File: src/sv/pee_pkg.sv
// pee_pkg: types, character codes and arithmetic helpers for the postfix evaluator
// no dependencies; used by every module of the block except pee_div
`default_nettype none
package pee_pkg;

  localparam int DATA_W      = 64;
  localparam int NUM_VARS    = 26;
  localparam int QUEUE_DEPTH = 4;

  localparam logic [3:0] MAX_FRAC_DIGITS = 4'd15;

  localparam logic [7:0] CH_ZERO  = 8'h30;
  localparam logic [7:0] CH_NINE  = 8'h39;
  localparam logic [7:0] CH_DOT   = 8'h2e;
  localparam logic [7:0] CH_A     = 8'h61;
  localparam logic [7:0] CH_Z     = 8'h7a;
  localparam logic [7:0] CH_PLUS  = 8'h2b;
  localparam logic [7:0] CH_MINUS = 8'h2d;
  localparam logic [7:0] CH_STAR  = 8'h2a;
  localparam logic [7:0] CH_SLASH = 8'h2f;

  localparam logic [63:0] POS_MAX = 64'h7fff_ffff_ffff_ffff;
  localparam logic [63:0] NEG_MIN = 64'h8000_0000_0000_0000;

  localparam logic [1:0] STATUS_OK    = 2'd0;
  localparam logic [1:0] STATUS_DIV0  = 2'd1;
  localparam logic [1:0] STATUS_STACK = 2'd2;

  typedef struct packed {
    logic               func;
    logic [4:0]         letter;
    logic signed [63:0] letter_value;
    logic [7:0]         symbol;
    logic               last_symbol;
  } item_t;

  typedef struct packed {
    logic signed [63:0] result_value;
    logic [1:0]         status;
  } result_t;

  typedef enum logic [2:0] {
    K_SETVAR,
    K_VAR,
    K_LIT,
    K_OPER,
    K_END
  } kind_t;

  typedef enum logic [1:0] {
    OP_ADD,
    OP_SUB,
    OP_MUL,
    OP_DIV
  } oper_t;

  typedef struct packed {
    kind_t       kind;
    logic [4:0]  idx;
    oper_t       oper;
    logic [3:0]  fdc;
    logic [63:0] value;
  } entry_t;

  typedef struct packed {
    logic   wr;
    entry_t data;
  } qwr_t;

  typedef enum logic [3:0] {
    S_IDLE,
    S_READ1,
    S_READ2,
    S_EXEC,
    S_MUL,
    S_MFIN,
    S_DIV,
    S_LIT,
    S_PUSH,
    S_END_RD,
    S_OUT
  } state_t;

  function automatic logic [63:0] pow10(input logic [3:0] n);
    logic [63:0] p;
    case (n)
      4'd0:    p = 64'd1;
      4'd1:    p = 64'd10;
      4'd2:    p = 64'd100;
      4'd3:    p = 64'd1000;
      4'd4:    p = 64'd10000;
      4'd5:    p = 64'd100000;
      4'd6:    p = 64'd1000000;
      4'd7:    p = 64'd10000000;
      4'd8:    p = 64'd100000000;
      4'd9:    p = 64'd1000000000;
      4'd10:   p = 64'd10000000000;
      4'd11:   p = 64'd100000000000;
      4'd12:   p = 64'd1000000000000;
      4'd13:   p = 64'd10000000000000;
      4'd14:   p = 64'd100000000000000;
      default: p = 64'd1000000000000000;
    endcase
    return p;
  endfunction

  function automatic logic [63:0] magnitude(input logic [63:0] v);
    return v[63] ? (~v + 64'd1) : v;
  endfunction

  function automatic logic [63:0] signed_sat(input logic neg, input logic [63:0] mag,
                                             input logic ovf);
    logic [63:0] r;
    if (neg) begin
      if (ovf || mag > NEG_MIN) r = NEG_MIN;
      else r = ~mag + 64'd1;
    end else begin
      if (ovf || mag > POS_MAX) r = POS_MAX;
      else r = mag;
    end
    return r;
  endfunction

endpackage
`default_nettype wire

File: src/sv/pee_front.sv
// pee_front: takes words, builds decimal literals and issues commands to the queue
// depends on pee_pkg
`default_nettype none
module pee_front (
  input  wire logic           clk,
  input  wire logic           rst,
  input  wire logic           item_valid,
  output logic                item_stall,
  input  wire pee_pkg::item_t item,
  input  wire logic           q_full,
  output pee_pkg::qwr_t       q_wr
);

  logic pend_lit, pend_main, pend_end;
  logic pend_lit_next, pend_main_next, pend_end_next;
  pee_pkg::entry_t main_e, main_e_next;
  logic [63:0] lit_mant, lit_mant_next;
  logic [3:0]  lit_fdc, lit_fdc_next;
  logic        in_number, in_number_next;
  logic        seen_dot, seen_dot_next;
  logic [63:0] acc, acc_next;
  logic [3:0]  fdc, fdc_next;

  logic        busy, take;
  logic [7:0]  c;
  logic        is_digit, is_dot, is_letter, is_op;
  logic [63:0] base_acc, acc_dig;
  logic [3:0]  base_fdc;
  logic        base_dot;
  logic [67:0] wide;
  logic        n_in, n_dot, close;
  logic [63:0] n_acc;
  logic [3:0]  n_fdc;
  logic [7:0]  letter_off;
  pee_pkg::entry_t lit_e, end_e;

  assign busy       = pend_lit | pend_main | pend_end;
  assign item_stall = busy;
  assign take       = item_valid & ~busy;

  assign c          = item.symbol;
  assign is_digit   = c inside {[pee_pkg::CH_ZERO:pee_pkg::CH_NINE]};
  assign is_dot     = (c == pee_pkg::CH_DOT);
  assign is_letter  = c inside {[pee_pkg::CH_A:pee_pkg::CH_Z]};
  assign is_op      = c inside {pee_pkg::CH_PLUS, pee_pkg::CH_MINUS, pee_pkg::CH_STAR,
                                pee_pkg::CH_SLASH};
  assign letter_off = c - pee_pkg::CH_A;

  assign base_acc = in_number ? acc : '0;
  assign base_fdc = in_number ? fdc : '0;
  assign base_dot = in_number & seen_dot;
  assign wide     = ({4'b0, base_acc} << 3) + ({4'b0, base_acc} << 1) + {64'b0, c[3:0]};
  assign acc_dig  = (|wide[67:64]) ? '1 : wide[63:0];

  always_comb begin
    lit_e       = '0;
    lit_e.kind  = pee_pkg::K_LIT;
    lit_e.fdc   = lit_fdc;
    lit_e.value = lit_mant;
    end_e       = '0;
    end_e.kind  = pee_pkg::K_END;
  end

  always_comb begin
    q_wr.wr   = busy & ~q_full;
    q_wr.data = pend_lit ? lit_e : (pend_main ? main_e : end_e);
  end

  always_comb begin
    pend_lit_next  = pend_lit;
    pend_main_next = pend_main;
    pend_end_next  = pend_end;
    main_e_next    = main_e;
    lit_mant_next  = lit_mant;
    lit_fdc_next   = lit_fdc;
    in_number_next = in_number;
    seen_dot_next  = seen_dot;
    acc_next       = acc;
    fdc_next       = fdc;
    n_in  = in_number;
    n_acc = acc;
    n_fdc = fdc;
    n_dot = seen_dot;
    close = 1'b0;

    if (q_wr.wr) begin
      if (pend_lit) pend_lit_next = 1'b0;
      else if (pend_main) pend_main_next = 1'b0;
      else pend_end_next = 1'b0;
    end

    if (take) begin
      if (!item.func) begin
        if (item.letter < 5'(pee_pkg::NUM_VARS)) begin
          pend_main_next    = 1'b1;
          main_e_next       = '0;
          main_e_next.kind  = pee_pkg::K_SETVAR;
          main_e_next.idx   = item.letter;
          main_e_next.value = item.letter_value;
        end
      end else begin
        if (is_digit) begin
          n_in  = 1'b1;
          n_dot = base_dot;
          if (!base_dot || base_fdc < pee_pkg::MAX_FRAC_DIGITS) begin
            n_acc = acc_dig;
            n_fdc = base_fdc + 4'(base_dot);
          end else begin
            n_acc = base_acc;
            n_fdc = base_fdc;
          end
        end else if (is_dot) begin
          if (in_number) n_dot = 1'b1;
        end
        close = n_in & (~(is_digit | is_dot) | item.last_symbol);
        if (close) begin
          pend_lit_next  = 1'b1;
          lit_mant_next  = n_acc;
          lit_fdc_next   = n_fdc;
          in_number_next = 1'b0;
          seen_dot_next  = 1'b0;
          acc_next       = '0;
          fdc_next       = '0;
        end else begin
          in_number_next = n_in;
          seen_dot_next  = n_dot;
          acc_next       = n_acc;
          fdc_next       = n_fdc;
        end
        if (is_letter) begin
          pend_main_next   = 1'b1;
          main_e_next      = '0;
          main_e_next.kind = pee_pkg::K_VAR;
          main_e_next.idx  = letter_off[4:0];
        end else if (is_op) begin
          pend_main_next   = 1'b1;
          main_e_next      = '0;
          main_e_next.kind = pee_pkg::K_OPER;
          case (c)
            pee_pkg::CH_PLUS:  main_e_next.oper = pee_pkg::OP_ADD;
            pee_pkg::CH_MINUS: main_e_next.oper = pee_pkg::OP_SUB;
            pee_pkg::CH_STAR:  main_e_next.oper = pee_pkg::OP_MUL;
            default:           main_e_next.oper = pee_pkg::OP_DIV;
          endcase
        end
        pend_end_next = item.last_symbol;
      end
    end
  end

  always_ff @(posedge clk) begin
    main_e   <= main_e_next;
    lit_mant <= lit_mant_next;
    lit_fdc  <= lit_fdc_next;
  end

  always_ff @(posedge clk) begin
    if (rst) begin
      pend_lit  <= 1'b0;
      pend_main <= 1'b0;
      pend_end  <= 1'b0;
      in_number <= 1'b0;
      seen_dot  <= 1'b0;
      acc       <= '0;
      fdc       <= '0;
    end else begin
      pend_lit  <= pend_lit_next;
      pend_main <= pend_main_next;
      pend_end  <= pend_end_next;
      in_number <= in_number_next;
      seen_dot  <= seen_dot_next;
      acc       <= acc_next;
      fdc       <= fdc_next;
    end
  end

endmodule
`default_nettype wire

File: config.mk
export PLATFORM = sky130hd
export DESIGN_NAME = pee_front
export DESIGN_NICKNAME = d
export VERILOG_FILES = /design/src/sv/pee_pkg.sv /design/src/sv/pee_front.sv
export SDC_FILE = /design/constraint.sdc
export NUM_CORES = 1
export LEC_CHECK = 0
export BUFFER_PORTS_ARGS = -buffer_cell sky130_fd_sc_hd__buf_2
export CAP_MARGIN = 20
export CELL_PAD_IN_SITES_DETAIL_PLACEMENT = 0
export CELL_PAD_IN_SITES_GLOBAL_PLACEMENT = 1
export CORE_MARGIN = 5
export CORE_UTILIZATION = 39
export CTS_BUF_LIST = sky130_fd_sc_hd__clkbuf_16
export DETAILED_ROUTE_END_ITERATION = 6
export PLACE_DENSITY_LB_ADDON = 0.05
export SYNTH_ARGS = -nofsm -noshare
export SYNTH_HDL_FRONTEND = slang
export SYNTH_SLANG_ARGS = --single-unit
File: constraint.sdc
create_clock -name clk -period 10.1 [get_ports clk]
set_clock_uncertainty 0.2 [all_clocks]
set_input_delay 0 -clock clk [delete_from_list [all_inputs] [get_ports clk]]
set_output_delay 0 -clock clk [all_outputs]
set_load 0.1 [all_outputs]
==> metrics.yaml <==
avgSynthCellArea_um2: 8.99
ys_seq_area_share_pct: 36.1
place_congestion: 0.894
finalWorstSetupSlack_ps: 3890
synth_ff_type: "edfxtp_1"
cp.buffers_inverters: 2
final_cell_mix: "nand2_1, buf_2, nor2_1, edfxtp_1, ha_1"
coreArea_um2: 39800
totalWireLength_um: 55700
port-buffer-count: 162
finalInstanceArea_um2: 18600
leakagePower_nw: 7.92
rsz0062_at_grt: "false"
synth_xor_area_share_pct: 3.06
finalMaxSlewViolations: 0
syn_nets: 1971
yosys_warnings: 0
syn_inst: 1753
crit_path_max_fanout: 77
crit_slowest_cell: "buf_4"
hold_viol: 0
rows: 73
cp_data_required_time_ps: 10190
cts-root-buf: "clkbuf_16"
synth_top_family_by_area: "compound AO/OA/AOI/OAI gates"
grt_max_degree: 78
path_cells: "buf_4, and2_1, ha_1, ha_1, nand2_1, nor2b_1, o2111ai_2, a311oi_2, o21ai_2, nand3_1, nand3_1, nand4_4, buf_4, a21oi_1, o31ai_1"
critPathCaptureType: "register"
status: "finished, final reports clean"
synthSimpleGateAreaFrac_pct: 20.3
first_global_vias: 13500
syn_area_um2: 15800
synth_compound_area_share_pct: 25.2
place_area_um2: 16800
layout-drive-gt1-share_pct: 14.1
viasPerCell: 5.73
worst_pin_slew_ps: 1100
min_path_cells: 2
crit_family: "compound AO/OA/AOI/OAI gates"
start_kind: "register"
async_reset_ff_share_pct: 0
crit_type: "register to register"
setup_tns_ps: 0
p_per_area_nw_per_um2: 114
place.detailed.hpwl_um: 40900
holdWs_ps: 34.2
overflow: 0
r2r_cells: 15
arrival_ps: 6300
relSlewSlack_pct: 26.4
synth_cell_types: 89
clk-insertion-delay-late_ps: 540
fill_cells: 3873
final_nets: 2151
max_freq_mhz: 161
die-area_um2: 44500
setup_viol: 0
muxShareOfSynthArea_pct: 0.143
cts_buffer_depth: 3
firstDrtPassIters: 5
drtIter0Drc: 1212
antenna_found_initial: 0
ir_drop_mv: 0.0892
wire_per_inst_um: 22.5
critPathMaxStageDelay_ps: 700
cts_tree: "built"
num_vias: 14200
area_growth_pct: 18.1
synth-edff-count: 141
start_util_pct: 39.6
worst-path-stages: 15
drtAntennaViolNets: 0
hp-class: "primary input to register"
io_pins: 163
numCtsBuffers: 25
final_common_cell: "nand2_1"
die_h_um: 211
multi_input_area_um2: 9400
register_area_um2: 5700
grt_use_total_pct: 24.0
maxCapViolations: 0
place_ws_ps: 3930
grt_pass1_wl_um: 84200
final.period_utilization_pct: 61.5
finalCriticalPeriod_ps: 6210
cts_max_level: 1
clock-sinks: 214
fin_util_pct: 46.7
diodes: 0
die_x_um: 211
path_clk_slew_ps: 60
drc_errors: 0
ys_ff_latch: 214
synth_fa_ha_area_share_pct: 10.8
==> stage by stage <==
step	total power, mW	cells
2_1_floorplan	1.14	1753
5_1_grt	2.19	2477
3_3_place_gp	1.20	2336
6_report	2.12	2477
3_5_place_dp	1.20	2336
4_1_cts	2.13	2475
==> layer usage <==
layer	global-route usage (%)	up-vias	share of wire [%]
met2	33.9	435	40
met1	39.5	6854	53
met5	0	-	0
met3	2.85	34	6.2
met4	4.09	0	1.2
li1	-	6864	-
==> sequential cells by signal (all words and copies together) (netlist names) <==
register,cells
acc,64
fdc,4
in_number,1
lit_fdc,4
lit_mant,64
main_e,73
pend_end,1
pend_lit,1
pend_main,1
seen_dot,1
==> worst paths after layout <==
check,from,to,slack [ps]
setup / recovery,in_number,lit_mant[49],3890
hold / removal,item[78],main_e[75],30
setup reg to reg,in_number,lit_mant[49],3890
hold reg to reg,acc[51],acc[51],270
==> synth_stat cells (12+ instances only) <==
cell type | n | area share [%]
edfxtp_1 | 141 | 27
nand4_1 | 30 | 1.2
nand2_1 | 178 | 4.2
ha_1 | 134 | 11
a211o_1 | 12 | 0.67
o211ai_1 | 30 | 1.4
and3_1 | 14 | 0.56
o21ai_1 | 13 | 0.41
a21o_1 | 35 | 1.7
o21a_1 | 14 | 0.67
clkbuf_1 | 83 | 2.0
xor2_1 | 24 | 1.3
inv_1 | 40 | 0.95
nand3_1 | 33 | 1.0
a31oi_1 | 19 | 0.75
dfxtp_1 | 73 | 9.3
o221ai_1 | 14 | 0.78
o31ai_1 | 31 | 1.5
a21oi_1 | 94 | 3.0
o2bb2ai_1 | 12 | 0.67
nor3_1 | 34 | 1.1
nor2b_1 | 73 | 2.9
o21ai_0 | 85 | 2.7
nor2_1 | 148 | 3.5
buf_2 | 25 | 0.79
and2_1 | 88 | 3.5
a22o_1 | 76 | 4.2
xnor2_1 | 31 | 1.7
==> power by group <==
| group | internal, mW | switching (mW) |
|---|---|---|
| registers | 0.953 | 0.00661 |
| logic | 0.0737 | 0.181 |
| clock network | 0.527 | 0.378 |
==> worst reg2reg max path, cell delays in order (launching register included) <==
cell and delay (ps):
dfxtp_2 470, buf_4 500, and2_1 290, ha_1 250, ha_1 450, nand2_1 190, nor2b_1 170, o2111ai_2 200
a311oi_2 600, o21ai_2 150, nand3_1 180, nand3_1 540, nand4_4 300, buf_4 700, a21oi_1 330, o31ai_1 450
==> cell families after synthesis <==
group	count (synthesis)
AOI/OAI and AO/OA	546
xor gates and xnor gates	55
adders and majority gates	135
buffers and inverters	161
DFF	214
muxes	2
and+or+nand+nor	640
==> area by class of cell <==
type | count | share of cell area (%)
clock inverters | 21 | 0.961
multi-input cells | 1378 | 50.5
inverters | 40 | 0.807
clock buffers | 25 | 3.36
flip-flops and latches | 214 | 30.6
well taps | 525 | 3.53
repair buffers | 274 | 10.2
==> repair_timing <==
item                                    4_1_cts  5_1_grt
hold buffers                                 93        0
hold endpoints to repair                     87        0
endpoints found under the setup margin        0        0
gates resized for setup                       0        0
buffers inserted                              0        0
No activity file was read; power rests on OpenSTA's default activity.
