File: config.mk
export PLATFORM = sky130hd
export DESIGN_NAME = pee_queue
export DESIGN_NICKNAME = d
export VERILOG_FILES = /design/src/sv/pee_pkg.sv /design/src/sv/pee_queue.sv
export SDC_FILE = /design/constraint.sdc
export NUM_CORES = 1
export LEC_CHECK = 0
export ABC_AREA = 1
export BUFFER_PORTS_ARGS = -buffer_cell sky130_fd_sc_hd__buf_2
export CAP_MARGIN = 40
export CORE_MARGIN = 2
export CORE_UTILIZATION = 40
export DETAILED_ROUTE_END_ITERATION = 16
export HOLD_SLACK_MARGIN = 0.08
export PLACE_DENSITY = 0.61
export SYNTH_ARGS = -nofsm -noshare
export SYNTH_HDL_FRONTEND = slang
export SYNTH_SLANG_ARGS = --single-unit
File: constraint.sdc
create_clock -name clk -period 6.9 [get_ports clk]
set_input_delay 1.38 -clock clk [delete_from_list [all_inputs] [get_ports clk]]
set_output_delay 1.38 -clock clk [all_outputs]
set_load 0.02 [all_outputs]
File: src/sv/pee_pkg.sv
// pee_pkg: types, character codes and arithmetic helpers for the postfix evaluator
// no dependencies; used by every module of the block except pee_div
`default_nettype none
package pee_pkg;

  localparam int DATA_W      = 64;
  localparam int NUM_VARS    = 26;
  localparam int QUEUE_DEPTH = 4;

  localparam logic [3:0] MAX_FRAC_DIGITS = 4'd15;

  localparam logic [7:0] CH_ZERO  = 8'h30;
  localparam logic [7:0] CH_NINE  = 8'h39;
  localparam logic [7:0] CH_DOT   = 8'h2e;
  localparam logic [7:0] CH_A     = 8'h61;
  localparam logic [7:0] CH_Z     = 8'h7a;
  localparam logic [7:0] CH_PLUS  = 8'h2b;
  localparam logic [7:0] CH_MINUS = 8'h2d;
  localparam logic [7:0] CH_STAR  = 8'h2a;
  localparam logic [7:0] CH_SLASH = 8'h2f;

  localparam logic [63:0] POS_MAX = 64'h7fff_ffff_ffff_ffff;
  localparam logic [63:0] NEG_MIN = 64'h8000_0000_0000_0000;

  localparam logic [1:0] STATUS_OK    = 2'd0;
  localparam logic [1:0] STATUS_DIV0  = 2'd1;
  localparam logic [1:0] STATUS_STACK = 2'd2;

  typedef struct packed {
    logic               func;
    logic [4:0]         letter;
    logic signed [63:0] letter_value;
    logic [7:0]         symbol;
    logic               last_symbol;
  } item_t;

  typedef struct packed {
    logic signed [63:0] result_value;
    logic [1:0]         status;
  } result_t;

  typedef enum logic [2:0] {
    K_SETVAR,
    K_VAR,
    K_LIT,
    K_OPER,
    K_END
  } kind_t;

  typedef enum logic [1:0] {
    OP_ADD,
    OP_SUB,
    OP_MUL,
    OP_DIV
  } oper_t;

  typedef struct packed {
    kind_t       kind;
    logic [4:0]  idx;
    oper_t       oper;
    logic [3:0]  fdc;
    logic [63:0] value;
  } entry_t;

  typedef struct packed {
    logic   wr;
    entry_t data;
  } qwr_t;

  typedef enum logic [3:0] {
    S_IDLE,
    S_READ1,
    S_READ2,
    S_EXEC,
    S_MUL,
    S_MFIN,
    S_DIV,
    S_LIT,
    S_PUSH,
    S_END_RD,
    S_OUT
  } state_t;

  function automatic logic [63:0] pow10(input logic [3:0] n);
    logic [63:0] p;
    case (n)
      4'd0:    p = 64'd1;
      4'd1:    p = 64'd10;
      4'd2:    p = 64'd100;
      4'd3:    p = 64'd1000;
      4'd4:    p = 64'd10000;
      4'd5:    p = 64'd100000;
      4'd6:    p = 64'd1000000;
      4'd7:    p = 64'd10000000;
      4'd8:    p = 64'd100000000;
      4'd9:    p = 64'd1000000000;
      4'd10:   p = 64'd10000000000;
      4'd11:   p = 64'd100000000000;
      4'd12:   p = 64'd1000000000000;
      4'd13:   p = 64'd10000000000000;
      4'd14:   p = 64'd100000000000000;
      default: p = 64'd1000000000000000;
    endcase
    return p;
  endfunction

  function automatic logic [63:0] magnitude(input logic [63:0] v);
    return v[63] ? (~v + 64'd1) : v;
  endfunction

  function automatic logic [63:0] signed_sat(input logic neg, input logic [63:0] mag,
                                             input logic ovf);
    logic [63:0] r;
    if (neg) begin
      if (ovf || mag > NEG_MIN) r = NEG_MIN;
      else r = ~mag + 64'd1;
    end else begin
      if (ovf || mag > POS_MAX) r = POS_MAX;
      else r = mag;
    end
    return r;
  endfunction

endpackage
`default_nettype wire

File: src/sv/pee_queue.sv
// pee_queue: short command queue between the front and the back
// depends on pee_pkg
`default_nettype none
module pee_queue (
  input  wire logic            clk,
  input  wire logic            rst,
  input  wire pee_pkg::qwr_t   wr,
  output logic                 full,
  input  wire logic            rd,
  output pee_pkg::entry_t      rd_data,
  output logic                 empty
);

  localparam int AW = $clog2(pee_pkg::QUEUE_DEPTH);

  pee_pkg::entry_t slots [pee_pkg::QUEUE_DEPTH];
  logic [AW-1:0] wr_ptr;
  logic [AW-1:0] rd_ptr;
  logic [AW:0]   fill;

  assign full    = (fill == (AW+1)'(pee_pkg::QUEUE_DEPTH));
  assign empty   = (fill == '0);
  assign rd_data = slots[rd_ptr];

  always_ff @(posedge clk) begin
    if (wr.wr && !full) slots[wr_ptr] <= wr.data;
  end

  always_ff @(posedge clk) begin
    if (rst) begin
      wr_ptr <= '0;
      rd_ptr <= '0;
      fill   <= '0;
    end else begin
      if (wr.wr && !full) wr_ptr <= wr_ptr + AW'(1);
      if (rd && !empty) rd_ptr <= rd_ptr + AW'(1);
      fill <= fill + (AW+1)'(wr.wr && !full) - (AW+1)'(rd && !empty);
    end
  end

endmodule
`default_nettype wire

==> results by stage, run 1 <==
Status:
- The run finished with clean final reports.

STA:
- The worst hold slack is a little under 0.5 ns.
- Setup repair after global routing left no endpoint under its margin.
- For the pin with the worst max-slew slack, the measured transition is 0.7771 ns.
- The maximum clock skew at final layout is 0.01362 ns.
- The number of failing hold endpoints at the final stage is 0.
- The worst setup margin is about 2.6 ns.
- Summed over all failing endpoints, the final setup total negative slack is 0 ns.
- Setup violations remaining at the end of the flow were counted as 0.
- The final max-slew violation count is 0.
- The smallest clock period supported by the final layout is computed as 4.267 ns.
- Of the available clock period, the critical path in the final layout requires around 62%.
- The relative slew slack is about 48%.
- The maximum operating frequency is 234.4 MHz.

Critical path:
- For the worst setup path, the data required time is between 5 and 6 ns.
- The launch point of the worst reg-to-reg path is fill[1].
- The element type at the critical path start is a flop.
- The terminus of the critical flop-to-flop path is fill[2].
- The slack of the worst reg-to-reg path is ~4.7 ns.
- The maximum fanout count along the critical path is 70.
- The worst path arrival time is slightly below 3 ns.
- In this design, the stage delay of the slowest critical-path cell is between 0.6 and 0.7 ns.
- The timing endpoint of the critical path is rd_data[18].
- The type of the worst setup path is flop to primary output.
- Traced cell by cell, the critical path runs through inv_4 -> buf_16 -> buf_4 -> nor2_1 -> o22ai_1 -> buf_2.
- The depth of the worst register-to-register path is 9.
- The worst setup path is captured at a primary output.
- The cell with the biggest individual delay on the critical path is sky130_fd_sc_hd__buf_4.

Route:
- In the routed design, unresolved DRC markers number 0.
- The count of antenna-violating nets left after detailed routing is 0.
- The total number of vias is between 7,000 and 8,000.
- The mean number of vias per cell is between 5 and 6.
- The average wire length per cell after detail routing is 18.00 um.
- The routed wire length is around 25,000 um.
- In this run, the number of DRC markers left after iteration 0 of detailed routing was 400.
- The total iterations of the first detailed-routing run is 4.

Global route:
- The number of global-route vias before repair came to ~7,000.
- The wire length of the first global-routing pass is between 30,000 and 40,000 um.
- The number of antenna violations at the first check in global routing is 2.
- Global routing used 26.10% of the available met2 tracks.
- Global routing used about a fifth of the available met1 tracks.
- In the global route stage, met3 resource usage came out at 3.685%.
- The highest-utilization routing layer at the global route stage is met2.
- Entering global routing, the biggest net connects between 70 and 80 pins.
- The total overflow left after global routing is 0.
- For this run, the total global-route usage over all layers was measured as between 10% and 20%.

Hold path:
- The path class of the tightest hold or removal check is flop to flop.
- The origin of the worst min-delay path is rd_ptr[0].

Logic synthesis:
- The number of different library cells in the post-synthesis netlist is 19.
- The net count after synthesis is 912.
- Synthesis produced a netlist whose cell count is slightly above 800.
- After synthesis, flip-flops and latches occupy 79.24% of the total area.
- The count of warnings emitted by yosys is 0.
- After synthesis the netlist holds a flip-flop and latch count of ~320.
- The synthesized area is 12,050 sq um.
- Each instance of the synthesized netlist takes up on average between 10 and 15 sq um.

CTS:
- After clock tree synthesis, the repair step resized 0 gates.
- The CTS tree is built.
- The tree is rooted in a sky130_fd_sc_hd__clkbuf_16.
- The hold-fix buffer count after cts is 0.
- Clock tree synthesis found a total of 321 sinks.
- CTS built an H-tree with a depth of 2.
- The later pin in the worst-skew pair is clocked with a latency of about 0.50 ns.
- The buffer levels on the longest clock path is 3.
- The clock input transition at the sequential cells of the worst setup and hold paths is about 0.060 ns.
- The TritonCTS buffer count is 35.
- The buffers inserted during post-CTS setup optimization is 0.

Floorplan:
- The placeable core area is around 30,000 sq um.
- The die is around 180 um tall.
- The floorplan die area is 31,530 sq um.
- In this run the horizontal extent of the chip is approximately 180 um.
- The placement row count is between 60 and 70.
- Pin placement for this block handled 162 I/O pins.
- The effective utilization at floorplan is around two fifths.

Final layout:
- Once layout is complete, the utilization of the core stands at between 40% and 50%.
- The signed area change from the synthesized netlist to the final layout is 18.81%.
- The leading cell type in the layout, fill and taps excluded is sky130_fd_sc_hd__edfxtp_1.
- At the end of the flow, the number of nets in the layout was 1,076.
- The number of antenna diodes in the final layout is 0.
- After routing the design area is 14,320 sq um.
- The total area of multi-input combinational cells is ~2100 sq um.
- The sequential cells in the finished layout cover a total of 9554 sq um.
- The library cells used most frequently in the layout, excluding fill and tap cells, are 312 x sky130_fd_sc_hd__edfxtp_1, 166 x sky130_fd_sc_hd__nor2_1, 161 x sky130_fd_sc_hd__buf_2.
- The count of fill cells added during filler insertion is approximately 2,600.
- The share of post-route cells with drive strength above 1 is roughly 23%.

Placed design:
- The placed instance area is 13,230 sq um.
- At the placement stage, the worst setup path has a slack of roughly 3.1 ns.
- During placement, the flow inserted port buffers numbering between 150 and 200.
- The detailed placement HPWL is between 10,000 and 15,000 um.
- The congestion estimate from routability-driven global placement came to slightly below 0.7.

Power and ir drop:
- The total power per unit cell area is ~390 nW/um^2.
- In this run the static leakage power is approximately 5.0 nW.
- The fraction of power consumed by combinational cells is 23.8%.
- Summed over all nets, the switching power comes to 1.680 mW.
- In this run switching power makes up between 30 and 40% of total power.
- The largest vdd supply drop is about 0.26 mV.
- Per report_power, the clock group accounts for 32.0% of the total.
- The sequential cell fraction of total power is between 40% and 50%.
- The internal power contribution is about 3.8 mW.

Flow run:
- The max-cap check violation count is 0.
-- metrics by stage --
| stage | power, mW | instances |
|---|---|---|
| after floorplan | 3.388 | 823 |
| after global placement | 3.780 | 1336 |
| after detailed placement | 3.822 | 1340 |
| after CTS | 5.600 | 1399 |
| after global routing | 5.797 | 1399 |
| final | 5.522 | 1399 |
-- cell type report --
| class | instances | area share, % |
|---|---|---|
| Sequential cell | 321 | 66.73 |
| Timing Repair Buffer | 177 | 6.868 |
| Multi-Input combinational cell | 432 | 14.82 |
| Clock buffer | 45 | 6.676 |
| Clock inverter | 14 | 0.9612 |
| Inverter | 20 | 0.5418 |
| Tap cell | 390 | 3.408 |
-- cell usage after synthesis --
| cell | instances | area share (%) |
|---|---|---|
| sky130_fd_sc_hd__inv_1 | 18 | 0.56 |
| sky130_fd_sc_hd__ha_1 | 6 | 0.62 |
| sky130_fd_sc_hd__buf_6 | 14 | 1.3 |
| sky130_fd_sc_hd__inv_2 | 1 | 0.031 |
| sky130_fd_sc_hd__nand2_1 | 12 | 0.37 |
| sky130_fd_sc_hd__o21ai_0 | 91 | 3.8 |
| sky130_fd_sc_hd__nand3_1 | 4 | 0.17 |
| sky130_fd_sc_hd__inv_4 | 1 | 0.052 |
| sky130_fd_sc_hd__buf_4 | 5 | 0.31 |
| sky130_fd_sc_hd__dfxtp_1 | 9 | 1.5 |
| sky130_fd_sc_hd__clkbuf_1 | 14 | 0.44 |
| sky130_fd_sc_hd__o21ai_1 | 65 | 2.7 |
| sky130_fd_sc_hd__fa_1 | 1 | 0.17 |
| sky130_fd_sc_hd__edfxtp_1 | 312 | 78 |
| sky130_fd_sc_hd__buf_2 | 12 | 0.50 |
| sky130_fd_sc_hd__a21oi_1 | 5 | 0.21 |
| sky130_fd_sc_hd__clkbuf_2 | 5 | 0.21 |
| sky130_fd_sc_hd__nor2_1 | 170 | 5.3 |
| sky130_fd_sc_hd__o22ai_1 | 78 | 4.0 |
-- flip-flops by register name, summed over array words and instances, names as in the netlist, named ones only --
signal	cells
fill	3
rd_ptr	2
slots	312
wr_ptr	2
-- kinds of logic after synthesis --
kind of cell,share of synthesized area (%)
DFF,79.24
adders and majority gates,0.7890
and+or+nand+nor,5.835
buffers and inverters,3.405
AOI/OAI and AO/OA,10.74
-- worst max-delay path, delay by kind of cell (launching register included) --
kind | cells | cell delay [ns]
flops | 1 | 0.48
buf+inv | 4 | 1.48
simple gates | 1 | 0.08
compound gates | 1 | 0.30
-- layer usage --
| layer | wire [um] | up-vias |
|---|---|---|
| li1 | - | 3418 |
| met1 | 11300 | 3442 |
| met2 | 11980 | 185 |
| met3 | 1509 | 31 |
| met4 | 361 | 4 |
| met5 | 27 | - |
-- how the worst min path moves through the flow --
stage / endpoint / slack (ns) / depth (start not counted)
after global placement: flop / 0.46 / 2
after detailed placement: flop / 0.48 / 2
final: flop / 0.49 / 2
after floorplan: flop / 0.45 / 2
after global routing: flop / 0.54 / 2
after CTS: flop / 0.49 / 2
-- power by group through the flow --
stage / clock network [mW] / logic (mW) / registers [mW]
finish: 1.77 / 1.31 / 2.44
global route: 1.89 / 1.45 / 2.46
CTS: 1.81 / 1.34 / 2.44
detailed placement: 0 / 1.34 / 2.48
global placement: 0 / 1.27 / 2.51
floorplan: 0 / 0.912 / 2.48
Note: power is estimated with default switching activity, not from simulation.
==> run 2, diff against run 1 <==
PLACE_DENSITY = 0.63   (was 0.61)
clock period = 3.62 ns   (was 6.9 ns; I/O delays follow)
==> results by stage, run 2 (synthesized netlist as in run 1, its figures left out) <==
STA:
- The worst setup margin was 0.7687 ns (-1.865 ns).
- After layout, the minimum clock period comes to ~2.9 ns.
- The final max-slew violation count was 0 (unchanged).
- In the finished design, the share of the clock period the worst path needs comes to between 70% and 80%.
- Setup repair after global routing left no endpoint under its margin.
- Based on the critical path, the design can be clocked at up to approximately 350 MHz.
- The maximum clock skew at final layout is 0.01885 ns (+0.005234 ns).
- The number of setup violations in the final report is 0 (unchanged).
- The relative slew slack is 47.77% (-0.42 points).
- The number of failing hold endpoints at the final stage came to 0 (unchanged).
- The worst-margin pin slew is 0.7834 ns (+0.006339 ns).
- The total negative setup slack was 0 ns (unchanged).

Floorplan:
- The placement row count is 63 (unchanged).
- The effective utilization at floorplan came to 40.66% (unchanged).
- The number of I/O pins is 162 (unchanged).
- The height of the die was 177.6 um (unchanged).
- The placeable core area is 29,640 sq um (unchanged).
- The die boundary width came to 177.6 um (unchanged).
- The floorplan die area came to 31,530 sq um (unchanged).

Route:
- The total number of vias is 7,154 (+1.0%).
- The average wire length per cell after detail routing is 17.64 um (-2.0%).
- The detailed-routed wire length on met2 came to 11,960 um (-0.23%).
- The routed wire length came to 24,660 um (-2.1%).
- The met1 wire length is 10,490 um (-7.1%).
- The mean number of vias per cell came to 5.117 (+1.1%).
- The DRC violation count after routing is 0 (unchanged).
- The length of routed met3 wiring is 1762 um (+17%).
- The count of antenna-violating nets left after detailed routing came to 0 (unchanged).
- The highest layer touched by signal routing is met5.
- The total iterations of the first detailed-routing run is 4 (unchanged).
- The number of DRC markers after the initial detailed-route iteration was 584 (+46%).

Placed design:
- The global placer's final weighted congestion was 0.6903 (+0.48%).
- The count of placed standard cells including taps is 1,339 (-0.075%).
- The detailed placement HPWL is 13,410 um (-3.5%).
- The count of buffers from port buffering is 161 (unchanged).
- The worst slack at placement came to 1.187 ns (-1.938 ns).

CTS:
- The maximum level of the CTS H-tree is 2 (unchanged).
- The TritonCTS buffer count is 34 (-2.9%).
- The total number of clock tree sinks is 321 (unchanged).
- The clock input transition at the sequential cells of the worst setup and hold paths is 0.06 ns (about the same).
- The post-cts gate resize count is 0 (unchanged).
- The buffer levels on the longest clock path was 3 (unchanged).
- The clock insertion delay at the later pin of the skew report is 0.50 ns (about the same).
- The CTS tree is built.
- The clock root buffer master is sky130_fd_sc_hd__clkbuf_16.
- The buffers inserted during post-CTS setup optimization is 0 (unchanged).
- The hold-fix buffer count after cts is 0 (unchanged).

Critical path:
- The data required time at the worst endpoint is 2.90 ns (-2.62 ns).
- The worst setup path is launched from a flop.
- The maximum fanout count along the critical path was 59 (-16%).
- By startpoint and endpoint, the worst setup path is classified as flop to primary output.
- The worst path arrival time is 2.13 ns (-0.76 ns).
- The endpoint kind of the worst setup timing path is a primary output.

Final layout:
- The final cell utilization of the core is 48.36% (about the same).
- In the final layout, the registers with the most flip-flops are slots (312), fill (3).
- The share of post-route cells with drive strength above 1 is 22.94% (+0.14 points).
- The number of flip-flops in the largest register is 312 (unchanged).
- The signed area change from the synthesized netlist to the final layout is 18.93% (about the same).
- The leading cell type in the layout, fill and taps excluded is sky130_fd_sc_hd__edfxtp_1.
- The final cell count without fillers was 1,398 (-0.071%).
- The net total in the final layout is 1,074 (-0.19%).
- slots holds more flip-flops than any other register.
- In the layout the commonest cells are 312 x sky130_fd_sc_hd__edfxtp_1, 166 x sky130_fd_sc_hd__nor2_1, 161 x sky130_fd_sc_hd__buf_2.

Global route:
- The number of antenna violations at the first check in global routing is 2 (unchanged).
- The total global-route track usage is 15.43% (-0.47 points).
- The residual overflow from global routing is 0 (unchanged).
- The wire length of the first global-routing pass is 37,810 um (-1.6%).
- The pin count of the biggest net entering global routing came to 157 (+120%).
- The number of global-route vias before repair is 7,060 (+0.23%).

Power and ir drop:
- The total power per unit cell area was 734.7 nW/um^2 (+91%).
- The largest vdd supply drop is 0.4380 mV (+67%).
- The static leakage is 5.033 nW (about the same).

Flow run:
- The max-cap check violation count came to 0 (unchanged).

Status:
- The run finished with clean final reports.

Hold path:
- The worst min-delay path class is input pin to flop.
==> run 2: final cells by class <==
type,count,area [sq um]
fill,2572,15310
clock buffer,44,952.2
clock inverter,14,142.6
multi-input combinational,432,2122
timing repair buffer,176,993.5
tap,390,488.0
inverter,20,77.57
sequential,321,9554
antenna,1,2.502
==> run 2: final timing paths <==
path	to	cells past startpoint	startpoint	slack [ns]
hold reg to reg	rd_ptr[0]	2	rd_ptr[0]	0.51
hold / removal	slots[2][26]	1	wr[26]	0.43
setup / recovery	rd_data[51]	5	flop	0.77
setup reg to reg	fill[2]	9	fill[1]	1.46
==> run 2: power by group <==
group | total (mW) | internal, mW | switching, mW
Clock | 3.38 | 2.06 | 1.31
Combinational | 2.53 | 0.731 | 1.80
Sequential | 4.63 | 4.53 | 0.0993
Total | 10.5 | 7.32 | 3.21
==> run 2: layer usage <==
layer / track usage (%) / vias to the layer above
li1: - / 3406
met1: 19.91 / 3508
met2: 25.55 / 194
met3: 4.456 / 42
met4: 4.133 / 4
met5: 0 / -
==> run 2: metrics by stage <==
step / hold slack, ns / instance area, sq um / total power, mW
2_1_floorplan: 0.4481 / 12050 / 6.458
3_3_place_gp: 0.4682 / 13240 / 7.234
3_5_place_dp: 0.4733 / 13240 / 7.270
4_1_cts: 0.4090 / 14330 / 10.67
5_1_grt: 0.4143 / 14330 / 11.05
6_report: 0.4311 / 14330 / 10.53
==> run 2: critical path: stages, from the launching register on <==
cell and delay (ns):
sky130_fd_sc_hd__dfxtp_4 0.36, sky130_fd_sc_hd__inv_4 0.40, sky130_fd_sc_hd__buf_12 0.33, sky130_fd_sc_hd__nor2_1 0.07, sky130_fd_sc_hd__o22ai_1 0.22, sky130_fd_sc_hd__buf_2 0.21
